File: src/rtl/core/bts_pkg.sv
// shared types and constants of the buzzer tone sequencer
// used by the top level and by the result queue; depends on nothing
`timescale 1ns / 1ps

package bts_pkg;

   typedef enum logic [1:0] {
      OP_WRITE = 2'd0,
      OP_START = 2'd1,
      OP_TICK  = 2'd2,
      OP_NONE  = 2'd3
   } opcode_type;

   typedef struct packed {
      logic buzzer_level;
      logic is_playing;
      logic song_done;
   } rsp_type;

   localparam logic [15:0] TONE_MAX = 16'hFFFF;

endpackage

File: src/rtl/core/bts_rsp_fifo.sv
// two-entry result queue between the sequencer core and the rsp_ channel
// depends on bts_pkg for the result type
`timescale 1ns / 1ps

module bts_rsp_fifo
   import bts_pkg::*;
(
   input  logic    clock,
   input  logic    reset,
   input  logic    push_valid,
   input  rsp_type push_data,
   output logic    full,
   output logic    pop_valid,
   input  logic    pop_ready,
   output rsp_type pop_data
);

   rsp_type    slot_ff [2];
   logic       wr_ptr_ff;
   logic       wr_ptr_in;
   logic       rd_ptr_ff;
   logic       rd_ptr_in;
   logic [1:0] cnt_ff;
   logic [1:0] cnt_in;
   logic       pop;

   assign full      = (cnt_ff == 2'd2);
   assign pop_valid = (cnt_ff != 2'd0);
   assign pop_data  = slot_ff[rd_ptr_ff];
   assign pop       = pop_valid && pop_ready;

   always_comb begin
      wr_ptr_in = push_valid ? ~wr_ptr_ff : wr_ptr_ff;
      rd_ptr_in = pop ? ~rd_ptr_ff : rd_ptr_ff;
      unique case ({push_valid, pop})
         2'b10:   cnt_in = cnt_ff + 2'd1;
         2'b01:   cnt_in = cnt_ff - 2'd1;
         default: cnt_in = cnt_ff;
      endcase
   end

   always_ff @(posedge clock) begin
      if (reset) begin
         wr_ptr_ff <= 1'b0;
         rd_ptr_ff <= 1'b0;
         cnt_ff    <= 2'd0;
      end else begin
         wr_ptr_ff <= wr_ptr_in;
         rd_ptr_ff <= rd_ptr_in;
         cnt_ff    <= cnt_in;
      end
   end

   always_ff @(posedge clock) begin
      if (push_valid) begin
         slot_ff[wr_ptr_ff] <= push_data;
      end
   end

endmodule

File: config.mk
export PLATFORM = sky130hd
export DESIGN_NAME = bts_rsp_fifo
export DESIGN_NICKNAME = d
export VERILOG_FILES = /design/src/rtl/core/bts_pkg.sv /design/src/rtl/core/bts_rsp_fifo.sv
export SDC_FILE = /design/constraint.sdc
export NUM_CORES = 1
export LEC_CHECK = 0
export BUFFER_PORTS_ARGS = -buffer_cell sky130_fd_sc_hd__buf_4
export CAP_MARGIN = 40
export CORE_AREA = 2 2 39 41
export CTS_CLUSTER_DIAMETER = 50
export DETAILED_ROUTE_END_ITERATION = 8
export DIE_AREA = 0 0 41 43
export PLACE_DENSITY_LB_ADDON = 0.12
export SETUP_SLACK_MARGIN = 0.5
export SYNTH_ARGS = -nofsm -noshare
export SYNTH_HDL_FRONTEND = slang
export SYNTH_SLANG_ARGS = --single-unit
File: constraint.sdc
create_clock -name clock -period 1.6 [get_ports clock]
set_input_delay 0.32 -clock clock [delete_from_list [all_inputs] [get_ports clock]]
set_output_delay 0.32 -clock clock [all_outputs]
set_load 0.005 [all_outputs]
==> run metrics, run 1 <==
status finished, final reports clean; Num Clock Sinks 11; Worst VDD drop 0.688 mV; library cells used by synthesis 15; clk root buf clkbuf_4; Setup Skew 6.72 ps; final core utilization 0.458; HP Start push_data[0]; GPL Wtd Cong 0.646; total of max-cap violations 0; die width 41 µm; fillers 138; H-tree depth 1; worst r2r src cnt_ff[1]; commonest cells after routing, fill and taps aside 8 x buf_4, 6 x edfxtp_1, 5 x nor2_1, 5 x buf_6; share of cells above drive strength 1 0.531; fin nets 58; min cycle time layout 1360 ps; commonest non-fill, non-tap cell in the layout buf_4; Placeable Area 1380 µm²; R2R Setup Slk 260 ps; first-pass GRT wire length 1.12 mm; Die Y 43 µm; Total Wirelength 699 µm; Cell Area, Synth 430 µm²; PD cells 1520 nW/µm²; final worst-path cycle share 0.848; IO Port Bufs 11; largest net degree at the start of global routing 7; grt ovf 0; syn nets 40; Setup TNS 0 ps; I/O pin count 12; Antenna Nets Post-Route 0; startpoint types register; Min-Delay Path Depth 1; Tightest Pin Transition 268 ps; required time worst endpoint 1280 ps; Skew-Pair Late Insertion Delay 260 ps; detailed placer's ending HPWL 560 µm; initial antenna violation count 0; ant diodes 0; Global Route Usage Sum 0.0998; Critical Path AT 1040 ps; Pleak 0.259 nW; Slew Viols, Final 0; Initial Util 0.311; RSZ-0062 raised after global routing yes; vias 282; initial drt markers 1; DR pass1 iterations 2; # setup viols final 0; total of warnings raised by yosys 0; Final Hold Fails 0; Hold Crit Class in2reg; r2r worst-path depth 4; Synth Area per Inst 13.5 µm²; area grow syn2layout 47.4%; vias in the first global route 279; Worst-path clk slew 70 ps; Slew headroom 0.820; flops & latches, synth 11; Hold Path End slot_ff[1][0]; Num CTS Buffers 3; dpl cells 59; cells after synthesis 32; post-synthesis sequential area ratio 0.651; post-route insts no fill 65; r2r endpoint cnt_ff[1]; Setup CP Type reg2out; Rows 14; Crit. End Element primary output; hold_buf cts 0; Remaining DRCs 0; clk buf depth 2; Max Freq 737 MHz; CP max FO 3; CTS tree yes; Avg Vias per Cell 4.34; WL per Instance 10.8 µm; die area 1760 µm²
==> how the worst max path moves through the flow <==
stage | from | end
after floorplan | cnt_ff[1] | cnt_ff[1]
after global placement | pop_ready | cnt_ff[1]
after detailed placement | pop_ready | cnt_ff[1]
after CTS | register | pop_data[2]
after global routing | cnt_ff[1] | cnt_ff[1]
final | register | pop_data[2]
==> registers in the layout, indices dropped and copies added, names as in the netlist, named ones only <==
signal / flops
wr_ptr_ff: 1
slot_ff: 6
rd_ptr_ff: 1
cnt_ff: 2
==> stage by stage <==
step / worst slack, ps / hold WS [ps] / power (mW) / cell area, µm²
5_1_grt: 212 / 232 / 1.03 / 634
4_1_cts: 230 / 232 / 0.982 / 634
3_5_place_dp: 272 / 499 / 0.695 / 554
2_1_floorplan: 320 / 382 / 0.584 / 452
6_report: 243 / 241 / 0.967 / 634
3_3_place_gp: 271 / 495 / 0.688 / 554
==> Yosys cell counts <==
library cell  number  share of area
o21ai_0            1          0.012
mux2_2             3          0.078
or2_2              1          0.015
xor2_1             1          0.020
dfxtp_1            5           0.23
a21oi_1            1          0.012
ha_1               1          0.029
and2b_2            1          0.020
and2_1             1          0.015
inv_1              1         0.0087
or3_1              1          0.015
edfxtp_1           6           0.42
nor2_1             5          0.044
xnor2_1            3          0.061
o21a_2             1          0.020
==> layout make-up <==
cell class                 instances  area, µm²  share of cell area
tap                               16       20.0              0.0316
inverter                           1       3.75             0.00592
clock buffer                       4       26.3              0.0414
multi-input combinational         20        179               0.282
sequential                        11        289               0.456
timing repair buffer              13        116               0.183
==> worst max-delay path: stages, from the launching register on <==
cell and delay (ps):
dfxtp_4 370, mux2_4 300, buf_6 110
==> kinds of logic after synthesis <==
kind of cell	count (synthesis)	synth area share
adders and majority gates	1	0.0291
buffers and inverters	1	0.00871
DFF	11	0.651
xor gates and xnor gates	4	0.0814
and+or+nand+nor	9	0.108
AOI/OAI and AO/OA	3	0.0436
muxes	3	0.0785
==> routing by layer <==
metal	wire length, µm	up-vias	share of wire	GRT usage
met4	10	0	0.014	0.0800
met2	392	8	0.56	0.159
met1	249	130	0.36	0.0976
li1	-	142	-	-
met3	45	2	0.064	0.0314
met5	0	-	0	0
==> power breakdown <==
group / switching (mW) / internal, mW / leakage, nW
registers: 0.0484 / 0.368 / 0.0993
clock network: 0.0831 / 0.0961 / 0.0150
logic: 0.119 / 0.252 / 0.144
total: 0.250 / 0.716 / 0.259
==> repair_timing <==
item	in CTS	in global routing
pin swaps	2	0
resized for setup	12	0
endpoints found under the setup margin	7	7
buffers inserted	2	0
(Power assumes the default switching activity.)
==> run 2: changes to the inputs <==
- clock period: 1.6 -> 1.3 ns (I/O delays scaled with it)
==> run 2 against run 1 <==
Against the previous run:
- the run now ends with setup timing left
- critical path type is now reg2reg
- global-route usage up 2.4 points
- clock skew down 6.4 ps
- clock-buffer cell count down 1
- critical endpoint is now cnt_ff[1]
==> run metrics, run 2 (synthesis results as in run 1) <==
status finished with violations; failing checks setup timing; vias in the first global route 343; clk buf depth 2; Setup CP Type reg2reg; Top reg by flops slot_ff; PD cells 1910 nW/µm²; Crit. End Element register; WL per Instance 12.2 µm; commonest cells after routing, fill and taps aside 11 x buf_4, 6 x buf_6, 6 x edfxtp_1; detailed placer's ending HPWL 564 µm; Int Pwr 986 µW; worst r2r src cnt_ff[1]; clock share of power 0.174; Worst-path clk slew 80 ps; Largest regs slot_ff x6, cnt_ff x2; worst hold slack 162 ps; initial drt markers 2; commonest non-fill, non-tap cell in the layout buf_4; switching portion of total power 0.282; Slew headroom 0.857; Rows 14; critical path startpoint cnt_ff[1]; min cycle time layout 1330 ps; final core utilization 0.519; Num CTS Buffers 3; vias 312; Avg Vias per Cell 4.52; total of max-cap violations 0; first-pass GRT wire length 1.39 mm; RSZ-0062 raised after global routing yes; DR pass1 iterations 2; share of total power in sequential cells 0.370; largest net degree at the start of global routing 8; hold_buf cts 0; Placeable Area 1380 µm²; I/O pin count 12; die width 41 µm; CTS tree yes; # setup viols final 5; Tightest Pin Transition 212 ps; Final Hold Fails 0; P_sw 386 µW; Setup TNS -89.3 ps; initial antenna violation count 0; dpl cells 61; CP max FO 2; post-route insts no fill 69; Skew-Pair Late Insertion Delay 270 ps; share of cells above drive strength 1 0.717; Total Wirelength 840 µm; Antenna Nets Post-Route 0; Global Route Usage Sum 0.123; Setup Skew 0.285 ps; max FFs per register 6; Remaining DRCs 0; Pleak 0.298 nW; Slew Viols, Final 0; Num Clock Sinks 11; clk root buf clkbuf_4; HP Start reset; Hold Crit Class in2reg; required time worst endpoint 1500 ps; IO Port Bufs 11; Worst VDD drop 0.775 mV; fin nets 62; ant diodes 0; GPL Wtd Cong 0.720; Max Freq 752 MHz; Critical Path AT 1530 ps; R2R Setup Slk -30 ps; grt ovf 0; Initial Util 0.311; Die Y 43 µm; final setup margin -29.7 ps; area grow syn2layout 66.9%; die area 1760 µm²; H-tree depth 1; startpoint types register; final worst-path cycle share 1.02; Comb power frac 0.455
run 2: cell count changes in the layout (fill, tap and decap cells not counted), sizes merged:
cell / change
buf: +4
clkbuf: -1
clkinv: +1
run 2: worst paths after layout:
check | endpoint | cells past startpoint
hold / removal | wr_ptr_ff | 2
setup / recovery | cnt_ff[1] | 5
hold reg to reg | slot_ff[0][1] | 1
setup reg to reg | cnt_ff[1] | 5
run 2: cell type report:
| cell class | instances | area [µm²] |
|---|---|---|
| fill | 128 | 666 |
| sequential | 11 | 290 |
| multi-input combinational | 20 | 226 |
| timing repair buffer | 17 | 150 |
| clock buffer | 3 | 22.5 |
| tap | 16 | 20.0 |
| clock inverter | 1 | 5.00 |
| inverter | 1 | 3.75 |
run 2: critical path, stage by stage (launching register included):
cell     delay (ps)
dfxtp_2         320
o21a_4          220
ha_4            160
xnor2_2         120
or3_1           330
a21oi_2         110
run 2: repair_timing:
item                                    CTS  global route
pin swaps                                 1             5
endpoints found under the setup margin   15            13
resized for setup                        11             6
setup buffers                             3             1
run 2: per-stage QoR:
stage	worst slack, ps	power [mW]	instance area [µm²]
floorplan	20.0	0.744	467
global placement	24.3	0.902	584
detailed placement	-19.0	0.925	584
CTS	-28.1	1.29	674
global route	-72.1	1.45	718
finish	-29.7	1.37	718
run 2: routing by layer:
| layer | GRT usage | share of wire |
|---|---|---|
| met4 | 0.100 | 0.039 |
| met1 | 0.122 | 0.38 |
| met5 | 0 | 0 |
| met3 | 0.0314 | 0.044 |
| met2 | 0.200 | 0.54 |
run 2: power groups by stage:
stage | sequential (mW) | combinational [mW] | clock, mW
after floorplan | 0.503 | 0.242 | 0
after global placement | 0.493 | 0.408 | 0
after detailed placement | 0.496 | 0.429 | 0
after CTS | 0.501 | 0.543 | 0.241
after global routing | 0.517 | 0.678 | 0.256
final | 0.508 | 0.625 | 0.239
==> run 3: changes to the inputs <==
- RECOVER_POWER: not set -> 25
==> run 3 against run 2 <==
Against the previous run:
- combinational power hardly changed
- final cell count stayed put
- critical path depth stayed put
- register-to-register slack hardly changed
- non-clock buffer count stayed put
- core utilization stayed put
- sequential power hardly changed
- hold slack stayed put
- the flow still finishes with violations (setup timing)
- clock-buffer cell count stayed put
- sequential share of layout area stayed put
==> run metrics, run 3 (synthesis results as in run 1) <==
status finished with violations; failing checks setup timing; DR pass1 iterations 2; CP max FO 2; final core utilization 0.519; dpl cells 61; Skew-Pair Late Insertion Delay 270 ps; initial antenna violation count 0; total of max-cap violations 0; clock share of power 0.174; startpoint types register; die width 41 µm; initial drt markers 2; Slew headroom 0.857; P_sw 386 µW; clk buf depth 2; max FFs per register 6; Critical Path AT 1530 ps; worst hold slack 162 ps; min cycle time layout 1330 ps; Num Clock Sinks 11; grt ovf 0; Top reg by flops slot_ff; required time worst endpoint 1500 ps; Remaining DRCs 0; share of total power in sequential cells 0.370; Pleak 0.298 nW; fin nets 62; vias in the first global route 343; Setup CP Type reg2reg; Placeable Area 1380 µm²; switching portion of total power 0.282; Slew Viols, Final 0; M2 GR Usage 0.200; Crit. End Element register; commonest cells after routing, fill and taps aside 9 x buf_4, 6 x buf_6, 6 x edfxtp_1; Initial Util 0.311; Final Instance Area 718 µm²; RSZ-0062 raised after global routing yes; Die Y 43 µm; WL per Instance 12.1 µm; detailed placer's ending HPWL 564 µm; post-route insts no fill 69; vias 312; GPL Wtd Cong 0.720; Final Hold Fails 0; Max Freq 752 MHz; Largest regs slot_ff x6, cnt_ff x2; Setup TNS -89.3 ps; Num CTS Buffers 3; Avg Vias per Cell 4.52; Worst-path clk slew 80 ps; IO Port Bufs 11; Int Pwr 985 µW; worst slack, placed -19.0 ps; ant diodes 0; grt met1 use 0.122; Antenna Nets Post-Route 0; commonest non-fill, non-tap cell in the layout buf_4; Setup Skew 0.285 ps; CTS tree yes; die area 1760 µm²; PD cells 1910 nW/µm²; total chip power 1.37 mW; Global Route Usage Sum 0.123; Rows 14; grt met3 use 0.0314; final setup margin -29.7 ps; Tightest Pin Transition 212 ps; share of cells above drive strength 1 0.717; R2R Setup Slk -30 ps; area grow syn2layout 66.9%; Total Wirelength 838 µm; # setup viols final 5; largest net degree at the start of global routing 8; final worst-path cycle share 1.02; dpl cell area 584 µm²; most used routing layer met2; clk root buf clkbuf_4; Hold Crit Class in2reg; fillers 128; Worst VDD drop 0.775 mV; first-pass GRT wire length 1.39 mm; I/O pin count 12; H-tree depth 1; Comb power frac 0.455
[run 3: what timing repair did]
action / 4_1_cts / 5_1_grt
hold buffers: 0 / 0
buffers inserted: 3 / 1
resized for setup: 11 / 6
pin swaps: 1 / 5
setup endpoints to repair: 15 / 13
[run 3: routing by layer]
| layer | part of all wire | routed length, µm |
|---|---|---|
| met5 | 0 | 0 |
| met4 | 0.039 | 33 |
| met3 | 0.044 | 37 |
| met2 | 0.54 | 452 |
| met1 | 0.38 | 315 |
[run 3: path summary, 6_finish.rpt]
check,start,end,cells past startpoint
setup / recovery,cnt_ff[1],cnt_ff[1],5
hold / removal,reset,wr_ptr_ff,2
hold reg to reg,wr_ptr_ff,slot_ff[0][1],1
setup reg to reg,cnt_ff[1],cnt_ff[1],5
[run 3: worst max-delay path, cell delays in order, from the launching register on]
cell	delay, ps
dfxtp_2	320
o21a_4	220
ha_4	160
xnor2_2	120
or3_1	330
a21oi_2	110
[run 3: cell type report]
class	count	area (µm²)	share of cell area
Clock buffer	3	22.5	0.0314
Clock inverter	1	5.00	0.00697
Inverter	1	3.75	0.00523
Multi-Input combinational cell	20	226	0.315
Sequential cell	11	290	0.404
Tap cell	16	20.0	0.0279
Timing Repair Buffer	17	150	0.209
[run 3: power by group through the flow]
stage / Clock [mW] / Sequential (mW) / Combinational [mW]
after floorplan: 0 / 0.503 / 0.242
after global placement: 0 / 0.493 / 0.408
after detailed placement: 0 / 0.496 / 0.429
after CTS: 0.241 / 0.501 / 0.543
after global routing: 0.256 / 0.517 / 0.677
final: 0.239 / 0.508 / 0.624
